### config.mk
export PLATFORM = sky130hd
export DESIGN_NAME = ewc_echo
export DESIGN_NICKNAME = d
export VERILOG_FILES = /design/src/design/ewc_pkg.sv /design/src/design/ewc_echo.sv
export SDC_FILE = /design/constraint.sdc
export NUM_CORES = 1
export LEC_CHECK = 0
export BUFFER_PORTS_ARGS = -buffer_cell sky130_fd_sc_hd__buf_2
export CAP_MARGIN = 20
export CORE_MARGIN = 4
export CORE_UTILIZATION = 40
export DETAILED_ROUTE_END_ITERATION = 10
export MAX_ROUTING_LAYER = met4
export RECOVER_POWER = 50
export SYNTH_ARGS = -nofsm -noshare
export SYNTH_HDL_FRONTEND = slang
export SYNTH_SLANG_ARGS = --single-unit
### constraint.sdc
create_clock -name vclk -period 10.65
set_clock_uncertainty 0.2 [all_clocks]
set_input_delay 1.065 -clock vclk [all_inputs]
set_output_delay 1.065 -clock vclk [all_outputs]
set_load 0.1 [all_outputs]
### src/design/ewc_pkg.sv
// Shared types and constants for the windowed echo comb core.
// No dependencies; used by every module of the block.
package ewc_pkg;

  localparam int SAMPLE_W   = 16;
  localparam int GAIN_W     = 16;
  localparam int DELAY_W    = 12;
  localparam int WIN_W      = 16;
  localparam int BUFLEN_W   = 17;
  localparam int POS_W      = 17;
  localparam int CFG_IDX_W  = 3;
  localparam int CFG_DATA_W = 17;

  localparam int DEF_MAX_DELAY  = 4096;
  localparam int DEF_MAX_BUFFER = 65536;

  localparam logic [POS_W-1:0]  POS_MAX        = '1;
  localparam logic [GAIN_W-1:0] GAIN_RESET     = 16'd16384;
  localparam logic [POS_W-1:0]  ROUND_BIAS     = 17'd16384;

  typedef enum logic [CFG_IDX_W-1:0] {
    CFG_DECAY_GAIN    = 3'd0,
    CFG_DELAY_SAMPLES = 3'd1,
    CFG_WINDOW_START  = 3'd2,
    CFG_WINDOW_END    = 3'd3,
    CFG_BUFFER_LENGTH = 3'd4
  } cfg_idx_t;

  typedef struct packed {
    logic [GAIN_W-1:0]   decay_gain;
    logic [DELAY_W-1:0]  delay_samples;
    logic [WIN_W-1:0]    window_start;
    logic [WIN_W-1:0]    window_end;
    logic [BUFLEN_W-1:0] buffer_length;
  } cfg_regs_t;

  typedef struct packed {
    logic signed [SAMPLE_W-1:0] sample_in;
    logic                       first_of_buffer;
  } in_item_t;

  typedef struct packed {
    logic signed [SAMPLE_W-1:0] sample_out;
    logic                       echo_applied;
    logic                       config_error;
  } out_item_t;

endpackage

### src/design/ewc_echo.sv
// Echo arithmetic: delayed sample times gain, rounded, added and saturated.
// Depends on ewc_pkg.
module ewc_echo
  import ewc_pkg::*;
(
  input  logic signed [SAMPLE_W-1:0] cur,
  input  logic signed [SAMPLE_W-1:0] past,
  input  logic [GAIN_W-1:0]          gain,
  output logic signed [SAMPLE_W-1:0] sum
);

  logic signed [32:0] prod;
  logic signed [33:0] rnd;
  logic signed [18:0] q;
  logic signed [19:0] s;

  always_comb begin
    prod = past * $signed({1'b0, gain});
    // Q2.30 to Q1.15, round half up
    rnd  = 34'(prod) + $signed({17'd0, ROUND_BIAS});
    q    = rnd[33:15];
    s    = 20'(cur) + 20'(q);
    if (s > 20'sd32767) begin
      sum = 16'sh7fff;
    end else if (s < -20'sd32768) begin
      sum = 16'sh8000;
    end else begin
      sum = s[SAMPLE_W-1:0];
    end
  end

endmodule

# Yosys cells after proc, flatten, opt, wreduce, memory -nomap -nowiden
# Cells that the tools add are included.
dict set report op_classes {
  add_sub_neg 2
  mul 1
  n_reduce_logical 0
  n_eq_ne 0
  n_bitwise 0
  shifts 0
  div_mod_pow 0
  magnitude_cmp 2
  muxes 2
}
# operator count
set op_table {}
lappend op_table {{adder 33 x 16 -> 34 bit, second input constant} 1}
lappend op_table {{multiplier 16 x 17 -> 33 bit} 1}
lappend op_table {{2-to-1 mux 16 bit} 2}
lappend op_table {{adder 16 x 19 -> 20 bit} 1}
lappend op_table {{greater-than comparator 20 x 16 -> 1 bit, second input constant} 1}
lappend op_table {{less-than comparator 20 x 16 -> 1 bit, second input constant} 1}
dict set report word_totals {
  word_cells 7
  n_memories 0
  in_bits 48
  ff_bits 0
  ramBits 0
  rom_bits 0
  latchBits 0
  out_inout_bits 16
}

# Depth between registers and ports, before layout
# Gate-level depths: netlist of run 1.
dict set report depth {
  depth_word 6
  ltp_mapped 33
  mapped_depth_nobuf 30
}

# Worst setup path after synthesis of run 1
# Ideal clock, no wire load.
dict set report synth_timing {
  path_type {input-to-output}
  start {input past[7]}
  end {output sum[9]}
  t_arrival_ns 10.391
  path_stages 30
  path_slack_ns -1.006
  required_ns 9.385
  cell_sequence {clkbuf_1 > nand2_1 > fa_1 > fa_1 > inv_1 > fa_1 > fa_1 > fa_1 > inv_1 > fa_1 > inv_1 > ha_1 > a21o_1 > a21o_1 > a21o_1 > and2_1 > a211oi_1 > o41a_1 > o21ai_0 > xor2_1 > ha_1 > buf_2 > a21oi_1 > o21ai_0 > nor3_1 > a211o_1 > or3_4 > nor3_4 > nor2_1 > o21ai_0}
}
dict set report synth_via {
  elab_chain_len 6
  elab_cells_between_ends 7
  classes_between {add/sub (2); mul (1); order compare (2); mux (2)}
}
# item line
set synth_lines {}
lappend synth_lines {{start: declaration} ewc_echo.sv:7} ;# input logic signed [SAMPLE_W-1:0] past,
lappend synth_lines {{multiplier 16 x 17 -> 33 bit *} ewc_echo.sv:18} ;# prod = past * $signed({1'b0, gain});
lappend synth_lines {{adder 33 x 16 -> 34 bit *} ewc_echo.sv:20} ;# rnd = 34'(prod) + $signed({17'd0, ROUND_BIAS});
lappend synth_lines {{adder 16 x 19 -> 20 bit *} ewc_echo.sv:22} ;# s = 20'(cur) + 20'(q);
lappend synth_lines {{less-than comparator 20 x 16 -> 1 bit} ewc_echo.sv:25} ;# end else if (s < -20'sd32768) begin
lappend synth_lines {{2-to-1 mux 16 bit} ewc_echo.sv:25}
lappend synth_lines {{2-to-1 mux 16 bit *} ewc_echo.sv:23} ;# if (s > 20'sd32767) begin
lappend synth_lines {{end: declaration} ewc_echo.sv:9} ;# output logic signed [SAMPLE_W-1:0] sum
# Mark *: on every way between the ends. The rest lies on a longest branch, timed or not.

# Worst setup path in the final report of run 1
dict set report layout_timing {
  start {input gain[4]}
  end {output sum[11]}
}
dict set report layout_via {
  elab_chain_len 6
  elab_cells_between_ends 7
  classes_between {add/sub (2); mul (1); order compare (2); mux (2)}
}
# item line
set layout_lines {}
lappend layout_lines {{start: declaration} ewc_echo.sv:8} ;# input logic [GAIN_W-1:0] gain,
lappend layout_lines {{multiplier 16 x 17 -> 33 bit *} ewc_echo.sv:18}
lappend layout_lines {{adder 33 x 16 -> 34 bit *} ewc_echo.sv:20}
lappend layout_lines {{adder 16 x 19 -> 20 bit *} ewc_echo.sv:22}
lappend layout_lines {{less-than comparator 20 x 16 -> 1 bit} ewc_echo.sv:25}
lappend layout_lines {{2-to-1 mux 16 bit} ewc_echo.sv:25}
lappend layout_lines {{2-to-1 mux 16 bit *} ewc_echo.sv:23}
# Marked as above.

==> impl_metrics.json, run 1 <==
{
  "die_h_um": 163,
  "area_growth_pct": 12.5,
  "worstSetupPathType": "in -> out",
  "worst_slack_ns": 0.408,
  "routabilityCongestion": 0.926,
  "syn_avg_cell_area_um2": 8.52,
  "pin_count": 64,
  "start_util": 0.407,
  "yosysWarnings": 0,
  "crit_fanout": 16,
  "relSlewSlack": 0.626,
  "drive_above_1_share": 0.107,
  "grt_pass1_wl_mm": 39.5,
  "synth_sequential_area_ratio": 0,
  "crit_family": "adder cells",
  "hp-class": "in -> out",
  "wl_per_cell_um": 16.1,
  "antenna_found_initial": 2,
  "drv_cap": 0,
  "worstMarginPinSlew_ns": 0.547,
  "fin_crit_ns": 10.24,
  "status": "finished clean",
  "num_vias": 7714,
  "syn_nets": 1507,
  "cp_slowest_stage_delay_ns": 0.54,
  "syn_inst": 1124,
  "grt_pass1_vias": 7820,
  "crit_buf_inv": 10,
  "num_rows": 56,
  "setup_viol": 0,
  "ys_types": 55,
  "cpMostUsedCell": "fa_1",
  "startpoint_type": "input port",
  "ant_nets": 0,
  "grt_start_max_net_pins": 17,
  "routed_wl_mm": 24.0,
  "avgViaCountPerCell": 5.16,
  "cp.arrival_ns": 8.98,
  "die_area_mm2": 0.0265,
  "regArea_um2": 0,
  "clock.fmax_ghz": 0.0976,
  "hold_viol": 0,
  "final.clkbuf_count": 0,
  "overflow": 0,
  "drc": 0,
  "pre_cts_ws_ns": 0.0713,
  "track_usage": 0.187,
  "critPathCaptureType": "primary output",
  "slowest_stage": "fa_1",
  "maxSlewViolCount": 0,
  "die_w_um": 163,
  "final_common_cell": "inv_1",
  "core_area_mm2": 0.0235,
  "portBuffers": 64,
  "final_cell_mix": "inv_1, fa_1, nand2_1",
  "dr.first_iter.drc_count": 421,
  "seq_cells": 0,
  "hpwl_mm": 20.3,
  "worstPathRequired_ns": 9.39,
  "period_share": 0.962,
  "synthesis.area_mm2": 0.00957,
  "nets": 1558,
  "first_pass_iters": 5
}
## stage by stage
stage / cells / utilization / setup TNS (ns) / hold slack [ns] / instance area, um^2
floorplan: 1124 / - / -3.52 / 2.52 / 9620
global placement: 1485 / 0.449 / 0 / 2.54 / 10600
detailed placement: 1485 / 0.449 / 0 / 2.54 / 10600
CTS: 1485 / 0.449 / 0 / 2.54 / 10600
global route: 1494 / 0.457 / -0.339 / 2.55 / 10800
finish: 1494 / 0.457 / 0 / 2.51 / 10800
## cell usage after synthesis, types with 2 or more instances
master	count	area (um^2)
inv_1	233	875
fa_1	195	3900
nand2_1	154	578
ha_1	140	1750
and2_1	112	701
a21oi_1	45	225
clkbuf_1	40	150
xnor2_1	26	228
nor2_1	24	90.1
nand3_1	21	105
o21ai_0	19	95.1
a21o_1	11	82.6
xor2_1	10	87.6
nand2b_1	8	50.1
nor3_1	8	40.0
and3_1	7	43.8
o21bai_1	6	45.0
o211ai_1	5	37.5
o21ai_1	5	25.0
a211oi_1	4	30.0
buf_2	4	20.0
a21boi_0	3	22.5
a311o_1	3	30.0
a2111oi_0	2	17.5
a21oi_2	2	17.5
a31oi_1	2	12.5
a41oi_1	2	17.5
and4_1	2	17.5
nand4_1	2	12.5
nor4_1	2	12.5
o2111ai_1	2	17.5
o21a_1	2	15.0
## final timing paths
check | from | to | slack (ns) | cells past startpoint
max | gain[4] | sum[11] | 0.41 | 34
min | cur[0] | sum[0] | 2.51 | 5
## cell families after synthesis
logic type / after synthesis / share of synthesized area
XOR/XNOR: 36 / 0.0329
buffers and inverters: 278 / 0.110
AO/OA/AOI/OAI: 128 / 0.0874
AND/OR/NAND/NOR: 347 / 0.179
adder cells (fa/ha/maj): 335 / 0.591
## per-layer routing
metal  share of wire  up-vias  GRT usage
met5               0        -          -
met4           0.020        0     0.0290
met3           0.043       31     0.0109
met2            0.51      179      0.323
met1            0.43     3918      0.250
li1                -     3586          -
## area by class of cell
class | instances | area (um^2)
diodes | 2 | 5.00
well taps | 319 | 399
repair buffers | 92 | 812
inverters | 234 | 878
multi-input cells | 847 | 8670
fillers | 2373 | 12800
## what timing repair did
| action | CTS | global route |
|---|---|---|
| setup buffers | 0 | 6 |
| resized for setup | 0 | 37 |
| endpoints found under the setup margin | 0 | 16 |
| hold buffers | 0 | 0 |
Power of run 1 is left out: the tool's default activity adds up to more than one toggle a clock period on the data nets, which glitch-free logic cannot reach.
==> inputs of run 2 (changes only) <==
--- a/config.mk
+++ b/config.mk
@@ -8,9 +8,10 @@
 export BUFFER_PORTS_ARGS = -buffer_cell sky130_fd_sc_hd__buf_2
 export CAP_MARGIN = 20
 export CORE_MARGIN = 4
-export CORE_UTILIZATION = 40
+export CORE_UTILIZATION = 51
 export DETAILED_ROUTE_END_ITERATION = 10
 export MAX_ROUTING_LAYER = met4
+export PLACE_DENSITY = 0.69
 export RECOVER_POWER = 50
 export SYNTH_ARGS = -nofsm -noshare
 export SYNTH_HDL_FRONTEND = slang
==> run 2 against run 1 <==
Critical path depth is 2 lower. Highest routed layer unchanged. Final cell count fell by 6.2%. Largest cell class unchanged. Final area decreased by 1.0%.
==> impl_metrics.json, run 2 (synthesis results as in run 1) <==
{
  "status": "finished clean",
  "portBuffers": 64,
  "worstPathRequired_ns": 9.39,
  "use_met1": 0.278,
  "die_h_um": 145,
  "hold_viol": 0,
  "fin_crit_ns": 10.32,
  "setup_viol": 0,
  "track_usage": 0.228,
  "wl_per_cell_um": 16.6,
  "gr-usage-met2": 0.413,
  "drc": 0,
  "cpMostUsedCell": "fa_1",
  "final_common_cell": "inv_1",
  "worstMarginPinSlew_ns": 0.589,
  "seq_cells": 0,
  "antenna_found_initial": 0,
  "slowest_stage": "fa_1",
  "cp.arrival_ns": 9.05,
  "dp_cells": 1398,
  "crit_fanout": 16,
  "worst_slack_ns": 0.334,
  "final.clkbuf_count": 0,
  "cp_slowest_stage_delay_ns": 0.58,
  "nFillCells": 1628,
  "nets": 1557,
  "num_rows": 49,
  "hold_end": "sum[0]",
  "cp-startpoint": "gain[9]",
  "worstSetupPathType": "in -> out",
  "pre_cts_ws_ns": 0.0691,
  "start_util": 0.526,
  "num_vias": 7724,
  "diodes": 0,
  "grt_pass1_wl_mm": 39.0,
  "period_share": 0.969,
  "startpoint_type": "input port",
  "clock.fmax_ghz": 0.0969,
  "use_met3": 0.0181,
  "dr.first_iter.drc_count": 421,
  "relSlewSlack": 0.597,
  "core_area_mm2": 0.0182,
  "ant_nets": 0,
  "busiest_layer": "met2",
  "drv_cap": 0,
  "hp-class": "in -> out",
  "first_pass_iters": 4,
  "timing.hold.ws_ns": 2.51,
  "final_cell_mix": "inv_1, fa_1, nand2_1",
  "die_area_mm2": 0.0210,
  "die_w_um": 145,
  "pin_count": 64,
  "critPathCaptureType": "primary output",
  "whs_path_depth": 5,
  "layoutNonFillerInstCount": 1401,
  "area_growth_pct": 11.3,
  "grt_start_max_net_pins": 17,
  "grt_pass1_vias": 8100,
  "maxSlewViolCount": 0,
  "avgViaCountPerCell": 5.51,
  "hp-start": "cur[0]",
  "routabilityCongestion": 0.887,
  "drive_above_1_share": 0.111,
  "routed_wl_mm": 23.2,
  "hpwl_mm": 19.5,
  "overflow": 0,
  "regArea_um2": 0
}
run 2: per-layer routing:
| layer | routed length (um) | share of wire | up-vias |
|---|---|---|---|
| met5 | 0 | 0 | - |
| met4 | 713 | 0.031 | 0 |
| met3 | 913 | 0.039 | 52 |
| met2 | 12300 | 0.53 | 186 |
| met1 | 9250 | 0.40 | 3895 |
| li1 | - | - | 3591 |
run 2: area by class of cell:
cell class	count	area [um^2]	share of cell area
Multi-Input combinational cell	847	8710	0.817
Inverter	234	878	0.0824
Timing Repair Buffer	91	782	0.0734
Tap cell	229	287	0.0269
run 2: how the worst max path moves through the flow:
stage | to | slack [ns] | depth (start not counted)
after floorplan | sum[0] | -0.43 | 30
after global placement | sum[8] | 0.20 | 32
after detailed placement | sum[0] | 0.07 | 33
after CTS | sum[3] | 0.04 | 33
after global routing | sum[2] | -0.02 | 33
final | sum[2] | 0.33 | 32
run 2: repair_timing:
item / CTS / global route
hold buffers: 0 / 0
buffers inserted: 0 / 2
resized for setup: 0 / 32
endpoints found under the setup margin: 0 / 15
run 2: critical path: cells and delay by family:
family,cells,cell delay (ns)
XOR/XNOR,1,0.17
adder cells (fa/ha/maj),8,3.59
AO/OA/AOI/OAI,10,1.99
buffers and inverters,8,1.18
AND/OR/NAND/NOR,5,1.01
run 2: metrics by stage:
stage          cell area [um^2]  TNS (ns)   util
2_1_floorplan              9620     -3.52      -
3_3_place_gp              10500         0  0.576
3_5_place_dp              10500         0  0.576
4_1_cts                   10500         0  0.576
5_1_grt                   10700   -0.0377  0.585
6_report                  10700         0  0.585
Power of run 2 is left out for the same reason.
==> inputs of run 3 (changes only) <==
--- a/config.mk
+++ b/config.mk
@@ -7,11 +7,12 @@
 export LEC_CHECK = 0
 export BUFFER_PORTS_ARGS = -buffer_cell sky130_fd_sc_hd__buf_2
 export CAP_MARGIN = 20
+export CORE_ASPECT_RATIO = 1.2
 export CORE_MARGIN = 4
-export CORE_UTILIZATION = 51
+export CORE_UTILIZATION = 50
 export DETAILED_ROUTE_END_ITERATION = 10
 export MAX_ROUTING_LAYER = met4
-export PLACE_DENSITY = 0.69
+export PLACE_DENSITY = 0.68
 export RECOVER_POWER = 50
 export SYNTH_ARGS = -nofsm -noshare
 export SYNTH_HDL_FRONTEND = slang
==> run 3 against run 2 <==
Via count about the same. Core utilization shrank 2.2 points. Largest cell class unchanged. Hold slack better by 0.019 ns. Die area up 1.9%. Sequential cell count is the same. Worst setup slack worse by 0.00057 ns. Final cell count increased by 1.9%. Critical path depth unchanged. Sequential share of layout area unchanged. Critical path type unchanged. Maximum frequency hardly changed.
==> impl_metrics.json, run 3 (synthesis results as in run 1) <==
{
  "status": "finished clean",
  "dp_cells": 1427,
  "hp-class": "in -> out",
  "area_growth_pct": 11.0,
  "diodes": 0,
  "grt_pass1_vias": 8019,
  "first_pass_iters": 6,
  "startpoint_type": "input port",
  "num_rows": 55,
  "finalCoreUtilization": 0.563,
  "wl_per_cell_um": 16.7,
  "nFillCells": 1749,
  "ant_nets": 0,
  "critPathCaptureType": "primary output",
  "seq_cells": 0,
  "track_usage": 0.232,
  "timing.setup.tns_ns": 0,
  "die_w_um": 134,
  "clock.fmax_ghz": 0.0969,
  "crit_family": "adder cells",
  "hpwl_mm": 20.4,
  "drv_cap": 0,
  "layoutNonFillerInstCount": 1428,
  "pin_count": 64,
  "worstMarginPinSlew_ns": 0.583,
  "avgViaCountPerCell": 5.41,
  "grt_pass1_wl_mm": 39.6,
  "crit_fanout": 16,
  "start_util": 0.508,
  "core_area_mm2": 0.0189,
  "setup_viol": 0,
  "die_h_um": 160,
  "portBuffers": 64,
  "maxSlewViolCount": 0,
  "postPlaceCellArea_mm2": 0.0105,
  "final.clkbuf_count": 0,
  "antenna_found_initial": 0,
  "slowest_stage": "fa_1",
  "cpMostUsedCell": "fa_1",
  "endpoint": "sum[8]",
  "period_share": 0.969,
  "routabilityCongestion": 0.885,
  "grt_start_max_net_pins": 17,
  "cp-startpoint": "past[4]",
  "fin_crit_ns": 10.32,
  "hold_viol": 0,
  "crit_cells": 32,
  "final_cell_mix": "inv_1, fa_1, nand2_1",
  "drive_above_1_share": 0.0973,
  "dr.first_iter.drc_count": 443,
  "num_vias": 7722,
  "routed_wl_mm": 23.8,
  "overflow": 0,
  "regArea_um2": 0,
  "cp.arrival_ns": 9.05,
  "drc": 0,
  "nets": 1557,
  "final_design_area_no_fill_mm2": 0.0106,
  "multiInputGateArea_mm2": 0.00863,
  "die_area_mm2": 0.0214,
  "worstSetupPathType": "in -> out",
  "cts_hold_buffers": 0,
  "cp_slowest_stage_delay_ns": 0.54,
  "worstPathRequired_ns": 9.39,
  "relSlewSlack": 0.601,
  "final_common_cell": "inv_1",
  "crit_buf_inv": 7
}
-- run 3: cell count changes in the layout (fill, tap and decap cells not counted), sizes merged --
| cell | before | now |
|---|---|---|
| a21oi | 49 | 48 |
| clkbuf | 1 | 4 |
| buf | 90 | 88 |
-- run 3: worst min path at each step --
stage	from	endpoint	slack (ns)	depth (start not counted)
global placement	cur[0]	sum[0]	2.53	5
finish	cur[0]	sum[0]	2.53	5
detailed placement	cur[0]	sum[0]	2.54	5
floorplan	cur[4]	sum[4]	2.52	4
global route	cur[0]	sum[0]	2.56	5
CTS	cur[0]	sum[0]	2.54	5
-- run 3: final cells by class --
| cell class | count | area share |
|---|---|---|
| multi-input combinational | 846 | 0.812 |
| timing repair buffer | 92 | 0.0747 |
| tap | 256 | 0.0302 |
| inverter | 234 | 0.0827 |
-- run 3: repair_timing --
action | 4_1_cts | 5_1_grt
resized for setup | 0 | 18
setup buffers | 0 | 1
setup endpoints to repair | 0 | 16
-- run 3: routing by layer --
metal,global-route usage,part of all wire
met2,0.422,0.55
met1,0.282,0.38
met5,-,0
met3,0.00917,0.039
met4,0.0634,0.035
-- run 3: metrics by stage --
stage | hold slack [ns] | worst slack (ns)
floorplan | 2.52 | -0.434
CTS | 2.54 | 0.0219
global route | 2.56 | -0.0291
global placement | 2.53 | 0.184
finish | 2.53 | 0.334
detailed placement | 2.54 | 0.0410
Power of run 3 is left out for the same reason.
