`config.mk`:
```
export PLATFORM = sky130hd
export DESIGN_NAME = ewc_cfg
export DESIGN_NICKNAME = d
export VERILOG_FILES = /design/src/design/ewc_pkg.sv /design/src/design/ewc_cfg.sv
export SDC_FILE = /design/constraint.sdc
export NUM_CORES = 1
export LEC_CHECK = 0
export BUFFER_PORTS_ARGS = -buffer_cell sky130_fd_sc_hd__buf_4
export CAP_MARGIN = 20
export CORE_ASPECT_RATIO = 1.75
export CORE_MARGIN = 2
export CORE_UTILIZATION = 35
export DETAILED_ROUTE_END_ITERATION = 8
export GPL_TIMING_DRIVEN = 1
export HOLD_SLACK_MARGIN = 0.06
export PLACE_DENSITY_LB_ADDON = 0.12
export RECOVER_POWER = 25
export SLEW_MARGIN = 20
export SYNTH_ARGS = -nofsm -noshare
export SYNTH_HDL_FRONTEND = slang
export SYNTH_SLANG_ARGS = --single-unit
```
`constraint.sdc`:
```
create_clock -name clk -period 5.4 [get_ports clk]
set_input_delay 1.08 -clock clk [delete_from_list [all_inputs] [get_ports clk]]
set_output_delay 1.08 -clock clk [all_outputs]
set_load 0.05 [all_outputs]
```
`src/design/ewc_pkg.sv`:
```
// Shared types and constants for the windowed echo comb core.
// No dependencies; used by every module of the block.
package ewc_pkg;

  localparam int SAMPLE_W   = 16;
  localparam int GAIN_W     = 16;
  localparam int DELAY_W    = 12;
  localparam int WIN_W      = 16;
  localparam int BUFLEN_W   = 17;
  localparam int POS_W      = 17;
  localparam int CFG_IDX_W  = 3;
  localparam int CFG_DATA_W = 17;

  localparam int DEF_MAX_DELAY  = 4096;
  localparam int DEF_MAX_BUFFER = 65536;

  localparam logic [POS_W-1:0]  POS_MAX        = '1;
  localparam logic [GAIN_W-1:0] GAIN_RESET     = 16'd16384;
  localparam logic [POS_W-1:0]  ROUND_BIAS     = 17'd16384;

  typedef enum logic [CFG_IDX_W-1:0] {
    CFG_DECAY_GAIN    = 3'd0,
    CFG_DELAY_SAMPLES = 3'd1,
    CFG_WINDOW_START  = 3'd2,
    CFG_WINDOW_END    = 3'd3,
    CFG_BUFFER_LENGTH = 3'd4
  } cfg_idx_t;

  typedef struct packed {
    logic [GAIN_W-1:0]   decay_gain;
    logic [DELAY_W-1:0]  delay_samples;
    logic [WIN_W-1:0]    window_start;
    logic [WIN_W-1:0]    window_end;
    logic [BUFLEN_W-1:0] buffer_length;
  } cfg_regs_t;

  typedef struct packed {
    logic signed [SAMPLE_W-1:0] sample_in;
    logic                       first_of_buffer;
  } in_item_t;

  typedef struct packed {
    logic signed [SAMPLE_W-1:0] sample_out;
    logic                       echo_applied;
    logic                       config_error;
  } out_item_t;

endpackage

```
`src/design/ewc_cfg.sv`:
```
// Configuration register file and window validity check.
// Depends on ewc_pkg.
module ewc_cfg
  import ewc_pkg::*;
#(
  parameter int MAX_DELAY  = DEF_MAX_DELAY,
  parameter int MAX_BUFFER = DEF_MAX_BUFFER
) (
  input  logic                  clk,
  input  logic                  rst_n,
  input  logic                  cfg_we,
  input  logic [CFG_IDX_W-1:0]  cfg_addr,
  input  logic [CFG_DATA_W-1:0] cfg_wdata,
  output cfg_regs_t             regs,
  output logic                  win_valid
);

  localparam int LEN_BITS = $clog2(MAX_BUFFER + 1);
  localparam int CW       = ((LEN_BITS > BUFLEN_W) ? LEN_BITS : BUFLEN_W) + 1;
  localparam int DCW      = 18;

  cfg_regs_t regs_r, regs_nxt;

  logic [CW-1:0] len;
  logic [CW-1:0] start_plus_delay;

  always_comb begin
    regs_nxt = regs_r;
    if (cfg_we) begin
      case (cfg_idx_t'(cfg_addr))
        CFG_DECAY_GAIN:    regs_nxt.decay_gain    = cfg_wdata[GAIN_W-1:0];
        CFG_DELAY_SAMPLES: regs_nxt.delay_samples = cfg_wdata[DELAY_W-1:0];
        CFG_WINDOW_START:  regs_nxt.window_start  = cfg_wdata[WIN_W-1:0];
        CFG_WINDOW_END:    regs_nxt.window_end    = cfg_wdata[WIN_W-1:0];
        CFG_BUFFER_LENGTH: regs_nxt.buffer_length = cfg_wdata[BUFLEN_W-1:0];
        default:           regs_nxt = regs_r;
      endcase
    end
  end

  always_ff @(posedge clk) begin
    if (!rst_n) begin
      regs_r.decay_gain    <= GAIN_RESET;
      regs_r.delay_samples <= '0;
      regs_r.window_start  <= '0;
      regs_r.window_end    <= '0;
      regs_r.buffer_length <= '0;
    end else begin
      regs_r <= regs_nxt;
    end
  end

  // buffer length is capped at the largest supported buffer, then the window is checked
  always_comb begin
    if (CW'(regs_r.buffer_length) > CW'(MAX_BUFFER)) begin
      len = CW'(MAX_BUFFER);
    end else begin
      len = CW'(regs_r.buffer_length);
    end
    start_plus_delay = CW'(regs_r.window_start) + CW'(regs_r.delay_samples);
    win_valid = !(regs_r.window_end < regs_r.window_start) &&
                (start_plus_delay < len) &&
                (CW'(regs_r.window_end) < len) &&
                (DCW'(regs_r.delay_samples) < DCW'(MAX_DELAY));
  end

  assign regs = regs_r;

endmodule

```
Word level (Yosys, flattened, before mapping). Index checks and enable logic that the tools add are counted.

Register bits: 77. Input port bits: 23. Output and inout port bits: 78. Logic and storage cells: 24.

$add $sub $neg: 1. $lt $le $gt $ge: 4. Eq/ne operators: 4. Mux-type cells: 1. Reduce and logical (&&, ||, !) cells: 9.

Operators with widths (number): < comparator 16 x 18 -> 1 bit (1); < comparator 17 x 18 -> 1 bit (1); adder 16 x 12 -> 17 bit (1); > comparator 17 bit (second input constant) (1); two-way mux 17 bit (1); < comparator 16 bit (1); AND reduction 2 bit (5); == test 3 x 2 -> 1 bit (second input constant) (2); == test 3 x 1 -> 1 bit (second input constant) (1); == test 3 bit (second input constant) (1); zero test 3 bit (1); logical AND 1 bit (2); zero test 1 bit (1).

Longest topological paths before layout. Gate-level depths: netlist of run 1.

Word-level depth: 5. Gate-level depth with buffers: 15. Depth with buffers taken out: 15.

Worst setup path after synthesis of run 1. No wires, ideal clock.

Path type: reg2out. Start point: register regs_r (netlist bit regs[33]). End point: output win_valid. Arrival time: 3929 ps. Data required time: 4320 ps. Slack: 391 ps. Stages on the path, launching flop included: 16. Path buffers: 0. Path through: dfxtp_1 -> ha_1 -> fa_1 -> a21o_1 -> a21oi_2 -> o21ai_1 -> a221oi_1 -> a21oi_1 -> and3_1 -> ha_1 -> nand3_1 -> or2_1 -> a21oi_1 -> a2111oi_0 -> o41ai_1 -> nor4b_4.

Longest elaborated chain between the ends: 4. Elaborated cells on any way between the ends: 6. Classes of those cells: add/sub: 1; order compare: 2; reduce/logical: 3.

RTL lines: start: declaration (RTL line ewc_cfg.sv:22) `cfg_regs_t regs_r, regs_nxt;`; start signal: assignment (RTL line ewc_cfg.sv:49) `regs_r <= regs_nxt;`; adder 16 x 12 -> 17 bit or < comparator 16 bit (tied branches) (RTL line ewc_cfg.sv:60, ewc_cfg.sv:61); < comparator 17 x 18 -> 1 bit or zero test 1 bit (tied branches) (RTL line ewc_cfg.sv:62, ewc_cfg.sv:61); logical AND 1 bit (*) (RTL line ewc_cfg.sv:61) `win_valid = !(regs_r.window_end < regs_r.window_start) &&`; logical AND 1 bit (*) (RTL line ewc_cfg.sv:62) `(start_plus_delay < len) &&`; end: declaration (RTL line ewc_cfg.sv:15) `output logic win_valid`.

Every way passes the cells marked *; elsewhere a longest branch is shown, timed or not.

Final worst setup path of run 1. Ends and elaborated chain as after synthesis.

==> out/metrics.yaml, run 1 <==
outcome:
  status: "finished, final reports clean"
detailed_routing:
  drtIter0Drc: 234
  via_per_inst: 5.27
  vias: 4453
  drcViolationCount: 0
  ant_nets: 0
  wirelength_um: 16300
  wl_per_cell_um: 19.2
  dr.pass1.iters: 4
synthesis:
  synth_top_family_by_area: "compound AO/OA/AOI/OAI gates"
  synthSimpleGateAreaFrac: 0.222
  synth_compound_area_frac: 0.228
  synthFlopType: "dfxtp_1"
  synth_top_area_cell: "dfxtp_1"
  ys_seq_elements: 77
  ys_types: 54
  syn_inst: 577
  synth_fa_ha_area_frac: 0.160
  yosys_warnings: 0
  synth_area_mm2: 0.00465
  async_flop_share: 0
  synth_area_leaders: "dfxtp_1 (33%), ha_1 (16%), nand2_1 (15%), a21boi_1 (9.0%), a21boi_0 (3.2%)"
  syn-mean-instance-area_um2: 8.06
  synth_edf_count: 0
  ys_seq_area_frac: 0.332
  yosys-top-cells-count: "nand2_1 (181), dfxtp_1 (77), ha_1 (58)"
  synth_top_area_frac: 0.332
  synth_xor_area_frac: 0.0207
  muxShareOfSynthArea: 0.00242
  syn_nets: 659
  synth_most_common_cell: "nand2_1"
cts:
  ctsHtreeMaxLevel: 3
  clkTransAtPathRegs_ns: 0.07
  clkLatencyLatePin_ns: 0.34
  cts_buffer_depth: 2
  cts_buffers: 9
  clockRootBuffer: "clkbuf_16"
  cts_sinks: 77
  tritoncts: "yes"
  hold_buffers: 0
timing:
  setup_violations: 0
  grt_setup_unrepaired: "no"
  period_minus_slack_ns: 5.23
  slew_headroom: 0.336
  post-route-period-util: 0.969
  drv_slew: 0
  hold_viol: 0
  tightest_slew_ns: 0.993
  fmax_mhz: 191
  skew_ns: 0
  setup_tns_ns: 0
power:
  power.leakage_nw: 2.39
  power_density_mw_per_mm2: 262
  ir_drop_uv: 150
  finalPower_mw: 1.52
critical_path:
  cp.arrival_ns: 4.15
  crit_type: "reg2out"
  cp.required_ns: 4.32
  cp-end-kind: "primary output"
  cp-start-kind: "flip-flop"
  reg2reg_depth: 2
  reg2reg_from: "regs[16]"
  rr_endpoint: "regs[16]"
  r2r_slack_ns: 4.59
  cp_max_fo: 4
floorplanning:
  dieWidth_um: 91.1
  die_area_mm2: 0.0143
  initial_core_util: 0.359
  dieHeight_um: 156
  ios: 101
  core_mm2: 0.0129
  rows: 55
run:
  maxCapViolations: 0
final_layout:
  layout.nets: 751
  n_fill_cell: 1379
  area_growth_pct: 25.0
  largest_reg_flops: 77
  antennaDiodeCount: 0
  layout-drive-gt1-share: 0.154
global_route:
  grt_max_degree: 78
  antenna_found_initial: 0
  first_global_vias: 4448
  grt_pass1_wl_um: 25000
  gr-usage-all-layers: 0.232
  grt_overflow: 0
hold_path:
  holdCritStartpoint: "regs[70]"
  min_to: "regs[70]"
  hp-class: "reg2reg"
  hold_depth: 2
place:
  gp_congestion: 0.832
  numPortBuffers: 100
  place_hpwl_um: 12300
layer usage:
layer	GRT usage	vias up	wire, um
li1	-	2191	-
met1	0.257	2131	6430
met2	0.434	102	8800
met3	0.0443	29	568
met4	0.0859	0	456
met5	0	-	0
area by class of cell:
| type | instances | area, um2 | area share |
|---|---|---|---|
| clock buffer | 9 | 225 | 0.0388 |
| clock inverter | 7 | 104 | 0.0179 |
| inverter | 19 | 71.3 | 0.0123 |
| multi-input combinational | 458 | 3010 | 0.518 |
| sequential | 77 | 1540 | 0.265 |
| tap | 171 | 214 | 0.0368 |
| timing repair buffer | 104 | 642 | 0.110 |
cells in the final DEF (no fill, tap or decap), types with 3 or more instances in the layout:
master	count
clkbuf_16	9
nand3_1	9
nand2b_1	3
nor4_1	6
a2111oi_2	3
ha_1	57
a21boi_0	20
a211oi_1	3
buf_4	65
a21oi_1	19
o21bai_1	3
a21boi_1	56
nor2_1	11
o21ai_0	5
o21a_1	3
nand4_1	5
xnor2_1	9
inv_1	16
nand2_1	181
and3_1	3
nor3_1	5
clkbuf_1	38
inv_2	3
nor2b_1	3
dfxtp_1	76
o21ai_1	5
a21o_1	10
how the worst max path moves through the flow:
stage | from | to | depth (start not counted)
4_1_cts | regs[33] | win_valid | 17
2_1_floorplan | regs[33] | win_valid | 15
3_5_place_dp | regs[33] | win_valid | 16
3_3_place_gp | regs[33] | win_valid | 16
5_1_grt | regs[33] | win_valid | 17
6_report | regs[33] | win_valid | 17
report_power, final:
group	switching, mW	internal (mW)
Combinational	0.153	0.0884
Sequential	0.0140	0.580
Clock	0.273	0.412
critical path, cell delays in order (launching register included):
cell       delay, ns
dfxtp_2         0.33
ha_2            0.20
fa_2            0.38
a21o_1          0.23
a21oi_4         0.21
o21ai_4         0.08
a221oi_2        0.25
buf_4           0.17
a21oi_2         0.07
and3_1          0.19
ha_1            0.32
nand3_2         0.08
or2_1           0.25
or4_4           0.44
a22oi_2         0.17
a2111oi_2       0.05
nor4b_4         0.17
buf_6           0.19
kinds of logic (layout without fill, tap and decap cells):
group                    Yosys count  after routing
AO/OA/AOI/OAI                    148            148
AND/OR/NAND/NOR                  239            239
XOR/XNOR                          11             11
buffers and inverters             42            139
adder cells (fa/ha/maj)           59             59
flip-flops                        77             77
multiplexers                       1              1
metrics by stage:
| stage | util | cells | setup slack [ns] | hold slack (ns) | instance area (um2) |
|---|---|---|---|---|---|
| after floorplan | - | 577 | 0.391 | 0.674 | 4650 |
| after global placement | 0.427 | 826 | 0.149 | 0.447 | 5530 |
| after detailed placement | 0.427 | 826 | 0.0600 | 0.450 | 5530 |
| after CTS | 0.455 | 843 | 0.0110 | 0.460 | 5880 |
| after global routing | 0.449 | 845 | 0.00615 | 0.488 | 5810 |
| final | 0.449 | 845 | 0.166 | 0.455 | 5810 |
timing repair:
item,CTS,global route
buffers inserted,1,2
hold endpoints to repair,0,0
pin swaps,2,9
gates cloned,0,0
resized for setup,4,13
setup endpoints to repair,1,1
No activity file was read; power rests on OpenSTA's default activity.
==> run 2: changes to the inputs <==
--- a/config.mk
+++ b/config.mk
@@ -5,12 +5,12 @@
 export SDC_FILE = /design/constraint.sdc
 export NUM_CORES = 1
 export LEC_CHECK = 0
-export BUFFER_PORTS_ARGS = -buffer_cell sky130_fd_sc_hd__buf_4
 export CAP_MARGIN = 20
 export CORE_ASPECT_RATIO = 1.75
 export CORE_MARGIN = 2
 export CORE_UTILIZATION = 35
 export DETAILED_ROUTE_END_ITERATION = 8
+export DONT_BUFFER_PORTS = 1
 export GPL_TIMING_DRIVEN = 1
 export HOLD_SLACK_MARGIN = 0.06
 export PLACE_DENSITY_LB_ADDON = 0.12
==> run 2 against run 1 <==
Compared with the run above: non-clock buffer count decreased by 72; total power down 6.2%; largest power group unchanged; combinational power shrank 27%; fmax barely moved; core utilization decreased by 3.9 points; global-route usage shrank 0.39 points.
==> out/metrics.yaml, run 2 (synthesized netlist as in run 1, its figures left out) <==
cts:
  ctsHtreeMaxLevel: 3  # unchanged
  clockRootBuffer: "clkbuf_16"  # unchanged
  cts_buffer_depth: 2  # unchanged
  clkTransAtPathRegs_ns: 0.07  # about the same
  hold_buffers: 0  # unchanged
  tritoncts: "yes"  # unchanged
  clkLatencyLatePin_ns: 0.33  # was 0.34 ns
  cts_sinks: 77  # unchanged
  cts_buffers: 9  # unchanged
critical_path:
  crit_chain: "buf_4 -> ha_1 -> a21o_1 -> a21oi_1 -> o21ai_1 -> nand3_2 -> mux2_2 -> o211ai_1 -> ha_1 -> nand3_1 -> or2_1 -> or4_4 -> a22oi_2 -> a2111oi_2 -> nor4b_4 -> buf_12"  # was ha_2 -> fa_2 -> a21o_1 -> a21oi_4 -> o21ai_4 -> a221oi_2 -> buf_4 -> a21oi_2 -> and3_1 -> ha_1 -> nand3_2 -> or2_1 -> or4_4 -> a22oi_2 -> a2111oi_2 -> nor4b_4 -> buf_6
  slowest_delay_ns: 0.55  # was 0.44 ns
  cp_num_buf_inv: 2  # unchanged
  cp-end-kind: "primary output"  # unchanged
  cp.required_ns: 4.32  # about the same
  cp-start-kind: "flip-flop"  # unchanged
  crit_path_top_delay_cell: "or4_4"  # unchanged
  cp_max_fo: 4  # unchanged
  crit_type: "reg2out"  # unchanged
  cp.arrival_ns: 4.15  # about the same
  crit_top_cell: "ha_1"
  crit_family: "simple AND/OR/NAND/NOR gates"  # unchanged
floorplanning:
  ios: 101  # unchanged
  die_area_mm2: 0.0143  # unchanged
  rows: 55  # unchanged
  dieWidth_um: 91.1  # unchanged
  initial_core_util: 0.359  # unchanged
  core_mm2: 0.0129  # unchanged
  dieHeight_um: 156  # unchanged
global_route:
  grt_overflow: 0  # unchanged
  gr-usage-all-layers: 0.228  # was 0.232
  first_global_vias: 4149  # was 4,448
  antenna_found_initial: 0  # unchanged
  grt_pass1_wl_um: 24300  # was 25,000 um
  grt_max_degree: 78  # unchanged
final_layout:
  layout-drive-gt1-share: 0.0764  # was 0.154
  layout_commonest_cell: "nand2_1"  # unchanged
  layout.nets: 679  # was 751
  area_growth_pct: 14.1  # was 25.0%
  largest_reg_flops: 77  # unchanged
  finalInstanceArea_mm2: 0.00530  # was 0.00581 mm2
  antennaDiodeCount: 0  # unchanged
  n_fill_cell: 1396  # was 1,379
  layout_common_cells: "nand2_1 (181), dfxtp_1 (77), ha_1 (58), a21boi_1 (40), a21boi_0 (36)"  # was nand2_1 (181), dfxtp_1 (76), buf_4 (65), ha_1 (57), a21boi_1 (56)
timing:
  skew_ns: 0  # unchanged
  drv_slew: 0  # unchanged
  setup_ws_ns: 0.169  # was 0.166 ns
  fmax_mhz: 191  # about the same
  period_minus_slack_ns: 5.23  # about the same
  setup_tns_ns: 0  # unchanged
  tightest_slew_ns: 0.931  # was 0.993 ns
  slew_headroom: 0.378  # was 0.336
  post-route-period-util: 0.969  # about the same
  hold_viol: 0  # unchanged
  setup_violations: 0  # unchanged
detailed_routing:
  wl_per_cell_um: 20.8  # was 19.2 um
  via_per_inst: 5.32  # was 5.27
  drcViolationCount: 0  # unchanged
  wirelength_um: 16100  # was 16,300 um
  drtIter0Drc: 214  # was 234
  dr.pass1.iters: 4  # unchanged
  ant_nets: 0  # unchanged
  vias: 4109  # was 4,453
power:
  power_density_mw_per_mm2: 269  # was 262 mW/mm2
  power.leakage_nw: 2.07  # was 2.39 nW
  ir_drop_uv: 139  # was 150 uV
  finalPower_mw: 1.43  # was 1.52 mW
place:
  gp_congestion: 0.879  # was 0.832
  dpl_cell_area_mm2: 0.00502  # was 0.00553 mm2
  numPortBuffers: 0  # was 100
  place_hpwl_um: 12300  # about the same
  dp_slack_ns: 0.265  # was 0.0600 ns
hold_path:
  hp-class: "reg2reg"  # unchanged
outcome:
  status: "finished, final reports clean"  # unchanged
run:
  maxCapViolations: 0  # unchanged
==> run 2: cell count changes in the layout (fill, tap and decap cells not counted), sizes merged <==
cell	before	now
buf	66	14
clkbuf	47	28
clkinv	0	3
inv	22	20
bufinv	2	1
clkinvlp	2	1
==> run 2: layout make-up <==
cell class | instances | area (um2) | share of cell area
clock buffer | 10 | 239 | 0.0451
clock inverter | 6 | 71.3 | 0.0134
inverter | 19 | 71.3 | 0.0134
multi-input combinational | 458 | 2980 | 0.562
sequential | 77 | 1540 | 0.291
tap | 171 | 214 | 0.0403
timing repair buffer | 32 | 185 | 0.0349
==> run 2: final timing paths <==
path,slack [ns],cells past startpoint,start,to
setup / recovery,0.17,16,regs[34],win_valid
hold / removal,0.55,2,regs[48],regs[48]
setup reg to reg,4.16,3,regs[47],regs[47]
hold reg to reg,0.55,2,regs[48],regs[48]
==> run 2: report_power, final <==
group,total [mW],internal (mW),switching (mW)
combinational,0.175,0.0725,0.102
sequential,0.619,0.580,0.0392
clock,0.632,0.375,0.257
==> run 2: repair_timing <==
item	in CTS	in global routing
endpoints found under the setup margin	1	1
pin swaps	0	3
setup buffers	0	1
resized for setup	1	8
==> run 2: stage by stage <==
stage                      util  hold WS [ns]  cells
after floorplan               -         0.674    577
after global placement    0.388         0.542    756
after detailed placement  0.388         0.550    756
after CTS                 0.412         0.561    772
after global routing      0.410         0.563    773
final                     0.410         0.553    773
==> run 2: layer usage <==
metal / GRT usage / part of all wire / up-vias
met5: 0 / 0 / -
met4: 0.0830 / 0.023 / 0
met3: 0.0409 / 0.042 / 22
met2: 0.433 / 0.56 / 108
met1: 0.249 / 0.38 / 1933
li1: - / - / 2046
==> run 2: worst reg2reg max path, delay by kind of cell (launching register included) <==
kind                   cells  cell delay (ns)
buffers and inverters      1             0.59
AND/OR/NAND/NOR            1             0.10
AO/OA/AOI/OAI              1             0.16
flip-flops                 1             0.32
==> run 3: changes to the inputs <==
--- a/config.mk
+++ b/config.mk
@@ -5,6 +5,7 @@
 export SDC_FILE = /design/constraint.sdc
 export NUM_CORES = 1
 export LEC_CHECK = 0
+export ABC_AREA = 1
 export CAP_MARGIN = 20
 export CORE_ASPECT_RATIO = 1.75
 export CORE_MARGIN = 2
@@ -13,9 +14,8 @@
 export DONT_BUFFER_PORTS = 1
 export GPL_TIMING_DRIVEN = 1
 export HOLD_SLACK_MARGIN = 0.06
-export PLACE_DENSITY_LB_ADDON = 0.12
+export PLACE_DENSITY_LB_ADDON = 0.3
 export RECOVER_POWER = 25
-export SLEW_MARGIN = 20
 export SYNTH_ARGS = -nofsm -noshare
 export SYNTH_HDL_FRONTEND = slang
 export SYNTH_SLANG_ARGS = --single-unit
==> run 3 against run 2 <==
Compared with the run above: total power grew 8.5%; non-clock buffer count fell by 29; routed wire length shrank 9.9%; clock-buffer cell count is the same; worst setup slack gained 0.58 ns; largest power group unchanged.
==> out/metrics.yaml, run 3 <==
hold_path:
  hold_depth: 3  # was 2
  hp-class: "reg2reg"  # unchanged
synthesis:
  syn-mean-instance-area_um2: 7.27  # was 8.06 um2
  yosys_warnings: 0  # unchanged
  synthFlopType: "dfxtp_1"  # unchanged
  ys_types: 36  # was 54
  ys_seq_area_frac: 0.336  # was 0.332
  synth_area_mm2: 0.00459  # was 0.00465 mm2
  synth_top_area_cell: "dfxtp_1"  # unchanged
  synth_fa_ha_area_frac: 0.163  # was 0.160
  synth_most_common_cell: "nor2_1"  # was nand2_1
  synth_xor_area_frac: 0.0229  # was 0.0207
  syn_inst: 631  # was 577
  synth_edf_count: 0  # unchanged
  yosys-top-cells-count: "nor2_1 (119), nand2_1 (86), dfxtp_1 (77)"  # was nand2_1 (181), dfxtp_1 (77), ha_1 (58)
  synth_top_area_frac: 0.336  # was 0.332
  syn_nets: 713  # was 659
  muxShareOfSynthArea: 0  # was 0.00242
  synth_top_family_by_area: "simple AND/OR/NAND/NOR gates"  # was compound AO/OA/AOI/OAI gates
  async_flop_share: 0  # unchanged
  synth_area_leaders: "dfxtp_1 (34%), ha_1 (16%), nor2_1 (9.7%), o21ai_0 (7.6%), nand2_1 (7.0%)"  # was dfxtp_1 (33%), ha_1 (16%), nand2_1 (15%), a21boi_1 (9.0%), a21boi_0 (3.2%)
  synth_compound_area_frac: 0.186  # was 0.228
  synthSimpleGateAreaFrac: 0.217  # was 0.222
  ys_seq_elements: 77  # unchanged
critical_path:
  reg2reg_depth: 3  # unchanged
  cp-start-kind: "flip-flop"  # unchanged
  crit_type: "reg2out"  # unchanged
  cp.arrival_ns: 3.57  # was 4.15 ns
  cp-end-kind: "primary output"  # unchanged
  cp.required_ns: 4.32  # about the same
  cp_max_fo: 4  # unchanged
cts:
  clkTransAtPathRegs_ns: 0.07  # about the same
  tritoncts: "yes"  # unchanged
  cts_resized: 0  # was 1
  postCtsSetupBuffers: 0  # unchanged
  cts_sinks: 77  # unchanged
  cts_buffer_depth: 2  # unchanged
  cts_buffers: 9  # unchanged
  clkLatencyLatePin_ns: 0.34  # was 0.33 ns
  clockRootBuffer: "clkbuf_16"  # unchanged
  ctsHtreeMaxLevel: 3  # unchanged
  hold_buffers: 0  # unchanged
timing:
  post-route-period-util: 0.862  # was 0.969
  slew_headroom: 0.245  # was 0.378
  period_minus_slack_ns: 4.65  # was 5.23 ns
  setup_tns_ns: 0  # unchanged
  tightest_slew_ns: 1.13  # was 0.931 ns
  setup_violations: 0  # unchanged
  grt_setup_unrepaired: "no"
  setup_ws_ns: 0.746  # was 0.169 ns
  skew_ns: 0  # unchanged
  drv_slew: 0  # unchanged
  fmax_mhz: 215  # was 191 MHz
  hold_viol: 0  # unchanged
place:
  dpl_cell_area_mm2: 0.00471  # was 0.00502 mm2
  post-place-cells: 784  # was 756
  gp_congestion: 0.922  # was 0.879
  place_hpwl_um: 11500  # was 12,300 um
  dp_slack_ns: 1.10  # was 0.265 ns
  numPortBuffers: 0  # unchanged
global_route:
  antenna_found_initial: 0  # unchanged
  grt_max_degree: 78  # unchanged
  grt_pass1_wl_um: 22600  # was 24,300 um
  gr-usage-all-layers: 0.210  # was 0.228
  first_global_vias: 4157  # was 4,149
  grt_overflow: 0  # unchanged
detailed_routing:
  top_layer: "met4"  # unchanged
  dr_wl_met2_um: 8060  # was 8980 um
  met1_length_um: 4910  # was 6080 um
  dr.pass1.iters: 4  # unchanged
  drcViolationCount: 0  # unchanged
  wirelength_um: 14500  # was 16,100 um
  wl_per_cell_um: 18.1  # was 20.8 um
  via_per_inst: 5.14  # was 5.32
  vias: 4115  # was 4,109
  met3_length_um: 708  # was 677 um
  ant_nets: 0  # unchanged
  drtIter0Drc: 222  # was 214
run:
  maxCapViolations: 0  # unchanged
final_layout:
  layout.nets: 706  # was 679
  finalInstanceArea_mm2: 0.00502  # was 0.00530 mm2
  antennaDiodeCount: 0  # unchanged
  area_growth_pct: 9.38  # was 14.1%
  layout-drive-gt1-share: 0.0588  # was 0.0764
  n_fill_cell: 1356  # was 1,396
  layout_commonest_cell: "nor2_1"  # was nand2_1
  layout_common_cells: "nor2_1 (121), nand2_1 (86), o21ai_0 (84), dfxtp_1 (77), a21oi_1 (61)"  # was nand2_1 (181), dfxtp_1 (77), ha_1 (58), a21boi_1 (40), a21boi_0 (36)
  fin_cells: 800  # was 773
  largest_reg_flops: 77  # unchanged
power:
  power.leakage_nw: 2.25  # was 2.07 nW
  power_density_mw_per_mm2: 308  # was 269 mW/mm2
  ir_drop_uv: 138  # was 139 uV
floorplanning:
  ios: 101  # unchanged
  rows: 55  # unchanged
  core_mm2: 0.0129  # about the same
  die_area_mm2: 0.0141  # was 0.0143 mm2
  dieHeight_um: 155  # was 156 um
  dieWidth_um: 90.5  # was 91.1 um
  initial_core_util: 0.356  # was 0.359
outcome:
  status: "finished, final reports clean"  # unchanged
## run 3: cell count changes in the layout (fill, tap and decap cells not counted), moves of 11 or more
cell	before	now
a21boi_1	40	0
nand2_1	181	86
clkbuf_1	18	1
inv_1	16	55
o21ai_0	5	84
buf_4	13	2
nor2_1	11	121
a21boi_0	36	1
a21oi_1	20	61
## run 3: final timing paths
check | from | endpoint | slack (ns)
setup reg to reg | regs[38] | regs[38] | 4.07
hold / removal | regs[8] | regs[8] | 0.72
setup / recovery | regs[37] | win_valid | 0.75
hold reg to reg | regs[8] | regs[8] | 0.72
## run 3: where the power goes
part,switching (mW),internal (mW)
sequential,0.0925,0.588
clock,0.264,0.422
combinational,0.112,0.0686
total,0.468,1.08
## run 3: stage by stage
stage | utilization | total power [mW] | hold WS, ns
after floorplan | - | 0.834 | 0.687
after global placement | 0.366 | 0.872 | 0.691
after detailed placement | 0.366 | 0.877 | 0.705
after CTS | 0.392 | 1.56 | 0.717
after global routing | 0.390 | 1.61 | 0.742
final | 0.390 | 1.55 | 0.718
## run 3: layout make-up
cell class | instances | area (um2) | share of cell area
Clock buffer | 10 | 239 | 0.0476
Clock inverter | 6 | 95.1 | 0.0190
Inverter | 61 | 229 | 0.0456
Multi-Input combinational cell | 472 | 2680 | 0.534
Sequential cell | 77 | 1540 | 0.307
Tap cell | 171 | 214 | 0.0426
Timing Repair Buffer | 3 | 18.8 | 0.00374
## run 3: cells by family after synthesis
| group | count (synthesis) |
|---|---|
| AOI/OAI and AO/OA | 162 |
| xor gates and xnor gates | 12 |
| adders and majority gates | 59 |
| buffers and inverters | 82 |
| DFF | 77 |
| and+or+nand+nor | 239 |
## run 3: metal layers
metal	global-route usage	vias to the layer above
met5	0	-
met4	0.129	0
met3	0.0489	41
met2	0.405	114
met1	0.195	1881
li1	-	2079
## run 3: worst max-delay path, stage by stage (launching register included)
cell and delay, ns:
dfxtp_1 0.71, ha_1 0.39, a21oi_1 0.21, a21boi_2 0.27, o21ai_2 0.10, nand2_1 0.08
nand2_1 0.06, xor2_1 0.16, ha_1 0.32, nand2_1 0.08, nor2_1 0.05, nor2_1 0.08
nand3_1 0.08, a21oi_1 0.15, nand3_1 0.11, nor2_1 0.16, buf_4 0.23
